`src/lof_ram.sv`:
```
// Generic single-port-write, single-port-read RAM with registered read data.
// No dependencies.
module lof_ram #(
	parameter int WIDTH = 16,
	parameter int DEPTH = 256
) (
	input  logic                     clk,
	input  logic                     we,
	input  logic [$clog2(DEPTH)-1:0] waddr,
	input  logic [WIDTH-1:0]         wdata,
	input  logic                     re,
	input  logic [$clog2(DEPTH)-1:0] raddr,
	output logic [WIDTH-1:0]         rdata
);

	logic [WIDTH-1:0] mem [DEPTH];

	always_ff @(posedge clk) begin
		if (we) begin
			mem[waddr] <= wdata;
		end
		if (re) begin
			rdata <= mem[raddr];
		end
	end

endmodule

```
`config.mk`:
```
export PLATFORM = sky130hd
export DESIGN_NAME = lof_ram
export DESIGN_NICKNAME = d
export VERILOG_FILES = /design/src/lof_ram.sv
export SDC_FILE = /design/constraint.sdc
export NUM_CORES = 2
export LEC_CHECK = 0
export BUFFER_PORTS_ARGS = -buffer_cell sky130_fd_sc_hd__buf_2
export CORE_AREA = 5 5 434 607
export CTS_CLUSTER_SIZE = 12
export DETAILED_ROUTE_END_ITERATION = 8
export DIE_AREA = 0 0 439 612
export PLACE_DENSITY = 0.78
export SLEW_MARGIN = 20
export SYNTH_ARGS = -nofsm -noshare
export SYNTH_HDL_FRONTEND = slang
export SYNTH_SLANG_ARGS = --single-unit
```
`constraint.sdc`:
```
create_clock -name clk -period 3.2 [get_ports clk]
set_clock_uncertainty 0.05 [all_clocks]
set_input_delay 0.64 -clock clk [delete_from_list [all_inputs] [get_ports clk]]
set_output_delay 0.64 -clock clk [all_outputs]
set_load 0.01 [all_outputs]
```
---- Yosys cells after proc, flatten, opt, wreduce, memory -nomap -nowiden ----
Memory sizes are Yosys's and may differ from the RTL's. A register that Yosys moved wholly into a read port is not among the register bits.
Cells that the tools add are included.
word-level totals
  bits in registers ....................... 0
  bits of input ports ..................... 35
  memories ................................ 1
  memory bits (writable) .................. 4096
memory list
  name  depth  bits a word  read ports  clocked after Yosys merged registers in  wr ports  RTL line  RTL
  mem   256    16           1           1                                        1         16        logic [WIDTH-1:0] mem [DEPTH];
cells by class
  multiplexer cells ....................... 2
operators by type and width
  cell     count
  $mux W1  2

---- Depth between registers and ports, before layout ----
  depth in word-level cells ............... 2
  mapped depth ............................ 12
  mapped depth without buffers ............ 6

---- Least setup slack after synthesis ----
No wires, ideal clock.
  kind .................................... input -> register
  start point ............................. in raddr[0]
  end point ............................... reg rdata[4] (read register of mem), data pin
  arrival ................................. 2.624 ns
  setup slack ............................. 0.261 ns
  setup time .............................. 0.265 ns
  buffers on the path ..................... 3
  stages .................................. 8
  path through ............................ buf_6 -> buf_6 -> buf_2 -> mux4_2 -> mux4_2 -> a22o_1 -> o32ai_2 -> nor4_2
RTL lines
  item                RTL line  RTL
  start: declaration  12        input logic [$clog2(DEPTH)-1:0] raddr,
  end: declaration    13        output logic [WIDTH-1:0] rdata

==> impl_metrics.toml <==
[sta]
rsz0062_at_grt = "false"
setup_ws_ns = 0.0189
period_minus_slack_ns = 3.18
maxSlewHeadroom_pct = 22.8
worst_pin_slew_ns = 1.16
drv_slew = 0
fmaxAchievable_mhz = 314
period_share_pct = 99.4
setup_violations = 0
holdWs_ns = 0.112
final-hold-violation-count = 0

[min_path]
holdPathStages = 1
min_from = "wdata[0]"
worst_hold_path_type = "input pin to flip-flop"
worst_hold_path.endpoint = "mem[229][0]"

[worst_setup_path]
critPathKind = "input pin to flip-flop"
critPathArrivalTime_ns = 3.78
r2r_start = "mem[8][9]"
r2r_cells = 7
r2r_end = "rdata[9]"
cp-end-kind = "flip-flop"
start_kind = "input pin"
r2r_slack_ns = 0.30
worstPathMaxFanout = 26
crit_required_ns = 3.79

[final_layout]
layout.nets = 8305
fill_cells = 14600
synthToLayoutAreaGrowth_pct = 13.3
drive_gt1_share_pct = 27.6
fin_cells = 11800
multi_input_area_sq_um = 32800
postLayoutCoreUtil_pct = 69.8
ff_latch_area_sq_um = 123000

[clock_tree]
clk_latency_ns = 0.92
ctsHoldBuffers = 0
cts_made_buffers = 390
clock_sinks = 4112
cts_tree = "done"
clk_pin_slew_ns = 0.06
cts.path.max_buffers = 4
cts_root_buffer = "clkbuf_16"
htreeDepth = 5

[grt]
grt_pass1_wl_microns = 617000
grt-ovfl-total = 0
antenna_found_initial = 24
grt_max_degree = 122
grt_pass1_vias = 84600
grt_usage_pct = 32.4

[place]
port_buffers = 50
place_ws_ns = -0.900
dpl.hpwl_microns = 265000
gp_congestion = 0.955
place_inst = 11300

[power_and_ir_drop]
vdd_ir_drop_max_v = 0.000494
power_density_nw_per_um2 = 590
power.total_mw = 106
leakage_nw = 58.1

[status]
status = "finished clean"

[detailed_routing]
drt_iter0_drc = 12600
dr.pass1.iters = 6
wl_per_cell_microns = 36.7
route.detailed.drc = 0
vias_per_cell = 7.04
num_vias = 83200
final_antenna_net_count = 0
drt_wl_total_microns = 434000

[logic_synthesis]
synth_compound_area_share_pct = 3.53
synth-main-ff-cell = "edfxtp_1"
muxShareOfSynthArea_pct = 15.5
yosysWarningCount = 0
yosys.area_share.xor_xnor_pct = 0
ys_seq_area_share_pct = 77.7
synth-edff-count = 4112
yosys.area_share.simple_pct = 1.57
synthArstFlopShare_pct = 0
synth.distinct_cells = 51
synthAdderAreaFrac_pct = 0
netlist_area_sq_um = 159000
synth_top_family_by_area = "multiplexers"
syn_inst = 7360
syn_avg_cell_area_sq_um = 21.6
synth_fp_nets = 7395
ys_ff_latch = 4112

[die]
initial_core_util_pct = 61.6
io_pins = 51
die_area_sq_um = 269000
placement_rows = 221
die_h_microns = 612
core_sq_um = 258000
die_x_microns = 439

[flow_run]
cap_viol_max_count = 0
-- placed cells by master, fill, tap and decap left out, types with 12 or more instances in the layout --
| cell type | n |
|---|---|
| o221ai_1 | 252 |
| nor3_1 | 88 |
| nand4_1 | 26 |
| a221oi_1 | 28 |
| buf_12 | 131 |
| a211oi_1 | 18 |
| clkbuf_16 | 400 |
| o21ai_0 | 37 |
| nor4_1 | 17 |
| nand3_1 | 35 |
| buf_8 | 17 |
| clkinv_1 | 12 |
| diode_2 | 15 |
| mux4_2 | 797 |
| buf_4 | 790 |
| buf_2 | 30 |
| o22ai_1 | 148 |
| mux2i_1 | 565 |
| nor2_1 | 294 |
| o31ai_1 | 16 |
| a22oi_1 | 43 |
| edfxtp_1 | 4112 |
| a21oi_1 | 175 |
| nand2_1 | 38 |
| mux2_2 | 88 |
| clkbuf_1 | 36 |
| o32ai_1 | 20 |
| a22o_1 | 32 |
-- layout make-up --
class,count,share of cell area (%)
Clock buffer,436,5.64
Sequential cell,4112,68.6
Timing Repair Buffer,970,4.99
Multi-Input combinational cell,2792,18.2
Clock inverter,26,0.134
Inverter,4,0.0153
Antenna cell,15,0.0209
Tap cell,3456,2.40
-- repair_timing --
item | in CTS | in global routing
setup buffers | 0 | 0
endpoints found under the setup margin | 1 | 1
gates resized for setup | 1 | 1
-- synth_stat cells, types with 9 or more instances --
cell type	n	area (sq um)
edfxtp_1	4112	123000
mux4_2	797	17900
mux2i_1	565	5660
nor2_1	304	1140
o221ai_1	252	2210
clkbuf_1	230	863
a21oi_1	175	876
o22ai_1	148	926
nor3_1	92	460
mux2_2	88	991
buf_6	77	867
buf_2	76	380
a22oi_1	43	323
nand2_1	38	143
o21ai_0	37	185
nand3_1	35	175
a22o_1	32	280
a221oi_1	28	245
buf_1	27	101
buf_4	26	195
nand4_1	26	163
o32ai_1	20	175
a211oi_1	18	135
nor4_1	17	106
o31ai_1	16	120
and3_1	11	68.8
buf_8	11	165
nor2b_1	9	56.3
-- kinds of logic (layout without fill, tap and decap cells) --
family | count (synthesis) | after routing
multiplexers | 1450 | 1450
other | 0 | 15
AND/OR/NAND/NOR | 556 | 556
AO/OA/AOI/OAI | 786 | 786
flip-flops | 4112 | 4112
buffers and inverters | 456 | 1436
-- sequential cells by signal (all words and copies together), names as in the netlist --
| name | flops |
|---|---|
| rdata | 16 |
| mem | 4096 |
-- worst max-delay path by stage --
stage / from / end / slack (ns) / depth (start not counted)
after floorplan: raddr[0] / rdata[4] / 0.26 / 8
after global placement: raddr[0] / rdata[6] / -0.93 / 12
after detailed placement: raddr[0] / rdata[6] / -0.90 / 12
after CTS: raddr[0] / rdata[2] / 0.11 / 12
after global routing: raddr[0] / rdata[6] / 0.03 / 13
final: raddr[0] / rdata[6] / 0.02 / 12
-- layer usage --
| layer | track usage (%) | wire, microns | vias to the layer above |
|---|---|---|---|
| met3 | 6.79 | 48800 | 1232 |
| met4 | 20.8 | 35200 | 14 |
| li1 | - | - | 32800 |
| met1 | 40.5 | 137000 | 42800 |
| met2 | 52.3 | 212000 | 6268 |
| met5 | 0 | 89 | - |
-- worst max-delay path, stage by stage --
cell and delay, ns:
buf_12 0.16, buf_12 0.17, buf_12 0.25, buf_12 0.25, buf_12 0.28, buf_4 0.20
mux4_2 0.52, o22ai_1 0.16, nor3_1 0.15, nor3_2 0.61, buf_4 0.22, nor4_1 0.04
-- power by group --
part	internal (mW)	switching, mW
clock	22.2	18.3
sequential	59.4	0.0789
combinational	2.34	3.87
-- through the flow --
step | TNS, ns | area, sq um
after floorplan | 0 | 159000
after global placement | -8.97 | 170000
after detailed placement | -9.41 | 170000
after CTS | 0 | 180000
after global routing | 0 | 180000
final | 0 | 180000
No activity file was read; power rests on OpenSTA's default activity.
