### src/lof_ring.sv
// Zero-position ring control: head, tail, zero count and element index.
// Drives the ring memory ports; used by longest_ones_with_k_flips.
module lof_ring #(
	parameter int MAX_FLIPS_LIMIT = 255,
	parameter int COUNT_BITS = 16
) (
	input  logic                             clk,
	input  logic                             arst_n,
	input  logic                             take,
	input  logic                             bit_value,
	input  logic                             last_bit,
	input  logic [7:0]                       max_flips,
	output logic                             we,
	output logic [$clog2(MAX_FLIPS_LIMIT+1)-1:0] waddr,
	output logic [COUNT_BITS-1:0]            wdata,
	output logic                             re,
	output logic [$clog2(MAX_FLIPS_LIMIT+1)-1:0] raddr,
	output logic                             pop,
	output logic                             pop_cur,
	output logic [COUNT_BITS-1:0]            cur
);

	localparam int DEPTH = MAX_FLIPS_LIMIT + 1;
	localparam int AW = $clog2(DEPTH);
	localparam int CW = $clog2(MAX_FLIPS_LIMIT + 2);
	localparam int SW = CW + 2;
	localparam logic [16:0] LIM17 = 17'(MAX_FLIPS_LIMIT);
	localparam logic [COUNT_BITS-1:0] POS_MAX = {COUNT_BITS{1'b1}};

	logic [AW-1:0]         head_q, tail_q, tail_nx, head_nx;
	logic [CW-1:0]         count_q, count_new, limit, drop;
	logic [COUNT_BITS-1:0] pos_q;
	logic [16:0]           flips17, lim17;
	logic [SW-1:0]         rsum, rwrap, hsum, hwrap;
	logic                  zero, over;

	always_comb begin
		flips17 = {9'd0, max_flips};
		lim17 = (flips17 > LIM17) ? LIM17 : flips17;
		limit = lim17[CW-1:0];
		zero = !bit_value;
		count_new = count_q + CW'(zero);
		over = count_new > limit;
		drop = over ? count_new - limit : '0;
		rsum = SW'(head_q) + SW'(drop) - SW'(1);
		rwrap = (rsum >= SW'(DEPTH)) ? rsum - SW'(DEPTH) : rsum;
		hsum = SW'(head_q) + SW'(drop);
		hwrap = (hsum >= SW'(DEPTH)) ? hsum - SW'(DEPTH) : hsum;
		head_nx = hwrap[AW-1:0];
		tail_nx = (tail_q == AW'(DEPTH - 1)) ? '0 : tail_q + AW'(1);
	end

	assign we = take && zero;
	assign waddr = tail_q;
	assign wdata = pos_q;
	assign re = take && over;
	assign raddr = rwrap[AW-1:0];
	assign pop = over;
	assign pop_cur = zero && (drop == count_new);
	assign cur = pos_q;

	always_ff @(posedge clk or negedge arst_n) begin
		if (!arst_n) begin
			head_q <= '0;
			tail_q <= '0;
			count_q <= '0;
			pos_q <= '0;
		end else if (take) begin
			if (last_bit) begin
				head_q <= '0;
				tail_q <= '0;
				count_q <= '0;
				pos_q <= '0;
			end else begin
				head_q <= head_nx;
				tail_q <= zero ? tail_nx : tail_q;
				count_q <= over ? limit : count_new;
				pos_q <= (pos_q == POS_MAX) ? pos_q : pos_q + COUNT_BITS'(1);
			end
		end
	end

endmodule

### config.mk
export PLATFORM = sky130hd
export DESIGN_NAME = lof_ring
export DESIGN_NICKNAME = d
export VERILOG_FILES = /design/src/lof_ring.sv
export SDC_FILE = /design/constraint.sdc
export NUM_CORES = 1
export LEC_CHECK = 0
export BUFFER_PORTS_ARGS = -buffer_cell sky130_fd_sc_hd__buf_2
export CELL_PAD_IN_SITES_DETAIL_PLACEMENT = 0
export CELL_PAD_IN_SITES_GLOBAL_PLACEMENT = 1
export CORE_MARGIN = 2
export CORE_UTILIZATION = 45
export DETAILED_ROUTE_END_ITERATION = 16
export MAX_ROUTING_LAYER = met4
export PLACE_DENSITY_LB_ADDON = 0.15
export SLEW_MARGIN = 20
export SYNTH_ARGS = -nofsm -noshare
export SYNTH_HDL_FRONTEND = slang
export SYNTH_SLANG_ARGS = --single-unit
### constraint.sdc
create_clock -name clk -period 16.15 [get_ports clk]
set_input_delay 1.615 -clock clk [delete_from_list [all_inputs] [get_ports clk]]
set_output_delay 1.615 -clock clk [all_outputs]
set_load 0.005 [all_outputs]
Yosys cells after proc, flatten, opt, wreduce, memory -nomap -nowiden

Cells that the tools add are included.
Widths: inputs -> output; s select.

Register bits: 41
Bits in latches: 0
Bits in writable memories: 0
Bits in read-only memories: 0
Output and inout port bits: 52
Memories: 0

$add $sub $neg: 8
$mul: 0
Divide/modulo/power cells: 0
Magnitude comparators: 3
Equal/unequal tests: 5
Shift operators: 0
Muxes and demuxes: 11
Bitwise operators: 0
Reduce and logical (&&, ||, !) cells: 6

Operators by type and width:

| operator              | count |
|---|---|
| $mux 8                | 6 |
| $mux 16               | 2 |
| $mux 9                | 3 |
| $add 16x1->16 const B | 1 |
| $eq 16x16->1 const B  | 1 |
| $sub 8x1->8 const B   | 2 |
| $ge 11x9->1 const B   | 1 |
| $sub 10x1->11 const B | 1 |
| $add 8x9->10          | 1 |
| $ge 10x9->1 const B   | 1 |
| $add 9x1->9           | 1 |
| $eq 9x9->1            | 1 |
| $gt 9x8->1            | 1 |
| $sub 9x8->9           | 1 |
| $add 8x1->8 const B   | 1 |
| $eq 8x8->1 const B    | 1 |
| $reduce_and 2->1      | 2 |
| $logic_and 1x1->1     | 3 |
| $ne 2x1->1 const B    | 1 |
| $ne 2x2->1 const B    | 1 |
| $logic_not 1->1       | 1 |

Logic depth before layout (Yosys ltp)

Depth after elaboration: 8
Mapped depth: 26
Gate-level depth less buffers: 24

Worst setup path after synthesis

No wires, ideal clock.

Path kind: input port to output port
From: input bit_value
To: output raddr[7]
Arrival: 5.903 ns
Setup slack: 8.632 ns
Cell stages on the path: 26
Cell sequence: inv_1 > ha_1 > ha_1 > nand4_1 > xnor2_1 > ha_1 > buf_2 > and4_1 > a31oi_1 > o31a_1 > o21ai_2 > and2_4 > buf_6 > inv_4 > buf_4 > nand2_1 > inv_1 > ha_1 > a21o_1 > a21oi_1 > nor2_1 > a211o_1 > a21o_1 > a21oi_1 > xnor3_1 > xor2_1

Word-level cells in the longest chain between the ends: 8

Ends and longest elaborated chain:

| item                                              | line | text |
|---|---|---|
| start, declared                                   | 10   | `input logic bit_value,` |
| $logic_not 1->1 (*)                               | 41   | `zero = !bit_value;` |
| $add 9x1->9 (*)                                   | 42   | `count_new = count_q + CW'(zero);` |
| $gt 9x8->1 (*)                                    | 43   | `over = count_new > limit;` |
| named net pop                                     | 18   | `output logic pop,` |
| $mux 9 (*)                                        | 44   | `drop = over ? count_new - limit : '0;` |
| $add 8x9->10 (*)                                  | 45   | `rsum = SW'(head_q) + SW'(drop) - SW'(1);` |
| $sub 10x1->11 (*)                                 | 45   |  |
| $ge 11x9->1 / $sub 8x1->8 (equally long branches) | 46   | `rwrap = (rsum >= SW'(DEPTH)) ? rsum - SW'(DEPTH) : rsum;` |
| $mux 8 (*)                                        | 46   |  |
| end, declared                                     | 17   | `output logic [$clog2(MAX_FLIPS_LIMIT+1)-1:0] raddr,` |

Mark *: on every way through the listed nets, which the timed path passes. The rest lies on a longest branch.

Worst setup path after layout

From: input bit_value
To: output raddr[7]

Word-level cells in the longest chain between the ends: 8

Ends and longest elaborated chain:

| item                                              | line |
|---|---|
| $logic_not 1->1 (*)                               | 41 |
| $add 9x1->9 (*)                                   | 42 |
| $sub 9x8->9 / $gt 9x8->1 (equally long branches)  | 44, 43 |
| $mux 9 (*)                                        | 44 |
| $add 8x9->10 (*)                                  | 45 |
| $sub 10x1->11 (*)                                 | 45 |
| $ge 11x9->1 / $sub 8x1->8 (equally long branches) | 46 |
| $mux 8 (*)                                        | 46 |

Mark *: on every way between the ends. The rest lies on a longest branch, timed or not.

==> flow_summary_export.csv <==
group,metric,value,unit
timing,skew,0.006526,ns
floorplanning,rows,31,
setup_path,worstSetupEndpoint,"raddr[7]",
global_route,grt_first_pass_wirelength,13.41,mm
clock_tree,cts_resized,0,
power_and_ir_drop,power.net_switching,0.00008908,W
timing,clock.fmax,0.1237,GHz
setup_path,ff2ff_setup_slack,11.28,ns
clock_tree,clockBufferDepth,2,
global_route,grt_usage,0.2045,
power_and_ir_drop,power_per_cell_area,71.07,nW/um2
cells_and_area,drive_gt1_frac,0.1941,
power_and_ir_drop,seqPwrFrac,0.443,
global_route,grt_pass1_vias,2783,
synthesis,synth_warnings,0,
run_status,run_status,"completed",
setup_path,crit_path_end_kind,"output pin",
clock_tree,worstSkewPairLatency,0.30,ns
place,portBuffers,64,
power_and_ir_drop,clockPowerShare,0.272,
min_path,hold_class,"reg2reg",
cells_and_area,fillers,719,
cells_and_area,nets,472,
synthesis,synth_seq_area_share,0.3094,
power_and_ir_drop,p_leak,1.881,nW
detailed_routing,routed_via_density,5.430,
setup_path,cp_slowest_cell,"ha_1",
setup_path,cpPeakStageDelay,0.40,ns
synthesis,synth-seq-cells,41,
cells_and_area,finalNonFillerCells,537,
floorplanning,initial_utilization,0.4621,
synthesis,synthesis.area,3316,um2
detailed_routing,drcViolationCount,0,
clock_tree,postCtsHoldBufs,0,
floorplanning,fp.coreArea,7176,um2
synthesis,synth_area_leaders,"dfrtp_1 31%, ha_1 7.5%, inv_1 4.9%, xnor2_1 4.5%, xor2_1 4.2%",
power_and_ir_drop,switching_share,0.3426,
detailed_routing,drt-initial-drc-count,110,
global_route,grt_max_degree,42,
global_route,overflow,0,
setup_path,cp.required,14.53,ns
timing,tns,0,ns
global_route,met1_usage,0.2878,
synthesis,post_synth_num_cell_types,59,
floorplanning,die_w,89.84,um
detailed_routing,drtAntennaViolNets,0,
cells_and_area,diodes,0,
detailed_routing,wl,7.842,mm
timing,hold_violations,0,
synthesis,synthTopCellsByCount,"43 x inv_1, 41 x dfrtp_1, 33 x nor2_1",
power_and_ir_drop,pwr-share-comb,0.285,
global_route,gr-max-usage-layer,"met2",
synthesis,synthArstFlopShare,1.000,
setup_path,critPathMostFrequentCell,"ha_1",
timing,relSlewSlack,0.3527,
cells_and_area,areaGrowthSynthToFinish,10.34,%
place,gp_congestion,0.9154,
clock_tree,cts_buffers,5,
global_route,met2_usage,0.3150,
synthesis,synth_edf_count,0,
floorplanning,fp.dieArea,8071,um2
setup_path,crit_cells,25,
clock_tree,cts_num_sinks,41,
place,hpwlAfterDp,5.888,mm
clock_tree,cts_tree,"done",
detailed_routing,dr.pass1.iters,6,
timing,period_needed,8.087,ns
clock_tree,clkTransAtPathRegs,0.08,ns
floorplanning,ios,65,
synthesis,synth_most_common_cell,"inv_1",
setup_path,arrival,6.47,ns
synthesis,synth_nets,432,
global_route,use_met3,0.02766,
detailed_routing,wl_per_cell,14.60,um
timing,rsz0062_at_grt,"no",
setup_path,timing.rr.end,"head_q[7]$_DFFE_PN0P_",
timing,drv_slew,0,
place,dp.cells,529,
synthesis,syn_inst,397,
timing,fin_crit_sh,0.5007,
setup_path,worstSetupPathType,"in2out",
timing,worstMarginPinSlew,0.9705,ns
clock_tree,htree_levels,2,
setup_path,setup.worst_path.start,"bit_value",
setup_path,path_max_fanout,19,
power_and_ir_drop,vdd.ir_drop.worst,0.03138,mV
synthesis,yosysTopAreaCell,"dfrtp_1",
timing,setup_viol,0,
detailed_routing,vias,2916,
synthesis,synthesis.area_per_instance,8.352,um2
setup_path,cp_top_family,"compound AO/OA/AOI/OAI gates",
clock_tree,cts_setup_buffers,0,
setup_path,worstRegToRegCells,22,
clock_tree,cts-root-buf,"clkbuf_8",
setup_path,reg2reg_from,"count_q[0]$_DFFE_PN0P_",
global_route,antenna_found_initial,0,
synthesis,synth_top_cell_area_share,0.3094,
power_and_ir_drop,intPower,0.0001709,W
setup_path,critPathBufInv,5,
setup_path,crit_path_start_kind,"input port",
floorplanning,dieHeight,89.84,um
flow_run,maxCapViolations,0,
synthesis,synthFlopType,"dfrtp_1",
## metal layers
| layer | vias up | part of all wire |
|---|---|---|
| li1 | 1443 | - |
| met1 | 1408 | 0.50 |
| met2 | 59 | 0.46 |
| met3 | 6 | 0.035 |
| met4 | 0 | 0.0060 |
| met5 | - | 0 |
## cells in the final DEF (no fill, tap or decap), drive strengths merged, types with 4 or more instances in the layout
cell type | synthesis | routed
xnor2 | 17 | 17
o21ai | 22 | 22
a21oi | 21 | 21
buf | 21 | 64
nand3 | 10 | 10
dfrtp | 41 | 41
nand2 | 28 | 28
nor2 | 35 | 35
a31oi | 5 | 5
and2 | 7 | 7
ha | 20 | 20
o22ai | 14 | 14
o31ai | 4 | 4
and3 | 7 | 7
or3 | 8 | 8
a21o | 4 | 4
nor2b | 4 | 4
nor3 | 5 | 5
nand2b | 4 | 4
inv | 44 | 45
xor2 | 16 | 16
clkbuf | 10 | 5
nand4 | 10 | 10
## cell families after synthesis
family          share of synthesized area
fa+ha+maj                         0.08755
buf+inv                            0.1083
xor+xnor                           0.1008
mux                              0.003019
compound gates                     0.1849
simple gates                       0.2060
flops                              0.3094
## power by group through the flow
| stage | combinational (W) | clock [W] | sequential [W] |
|---|---|---|---|
| 2_1_floorplan | 0.0000519 | 0 | 0.000116 |
| 3_3_place_gp | 0.0000742 | 0 | 0.000117 |
| 3_5_place_dp | 0.0000743 | 0 | 0.000117 |
| 4_1_cts | 0.0000749 | 0.0000730 | 0.000115 |
| 5_1_grt | 0.0000834 | 0.0000771 | 0.000116 |
| 6_report | 0.0000741 | 0.0000707 | 0.000115 |
## sequential cells by signal, indices dropped and copies added (netlist names)
register,cells
cur,16
head_q,8
count_q,9
waddr,8
## through the flow
stage	cell area (um2)	setup WS, ns	hold slack (ns)	util	total power, W
after floorplan	3316	8.632	0.4851	-	0.0001678
final	3659	8.063	0.5412	0.5099	0.0002600
after detailed placement	3568	8.099	0.5208	0.4973	0.0001914
after global placement	3568	8.310	0.5196	0.4973	0.0001916
after CTS	3659	8.073	0.5407	0.5099	0.0002629
after global routing	3659	7.616	0.5600	0.5099	0.0002767
## cell type report
class | count | area (um2) | share of cell area
clock buffer | 5 | 68.82 | 0.01881
clock inverter | 3 | 21.27 | 0.005814
inverter | 44 | 167.7 | 0.04583
multi-input combinational | 281 | 1931 | 0.5277
sequential | 41 | 1026 | 0.2804
tap | 99 | 123.9 | 0.03386
timing repair buffer | 64 | 320.3 | 0.08755
## how the worst min path moves through the flow
stage                           startpoint                     end  slack [ns]  depth (start not counted)
CTS                   waddr[0]$_DFFE_PN0P_    waddr[0]$_DFFE_PN0P_        0.54                          1
detailed placement    waddr[0]$_DFFE_PN0P_    waddr[0]$_DFFE_PN0P_        0.52                          1
floorplan           count_q[8]$_DFFE_PN0P_  count_q[8]$_DFFE_PN0P_        0.49                          1
global route          waddr[0]$_DFFE_PN0P_    waddr[0]$_DFFE_PN0P_        0.56                          1
finish                waddr[0]$_DFFE_PN0P_    waddr[0]$_DFFE_PN0P_        0.54                          1
global placement     head_q[0]$_DFFE_PN0P_   head_q[0]$_DFFE_PN0P_        0.52                          2
Power figures use the tool's default switching activity.
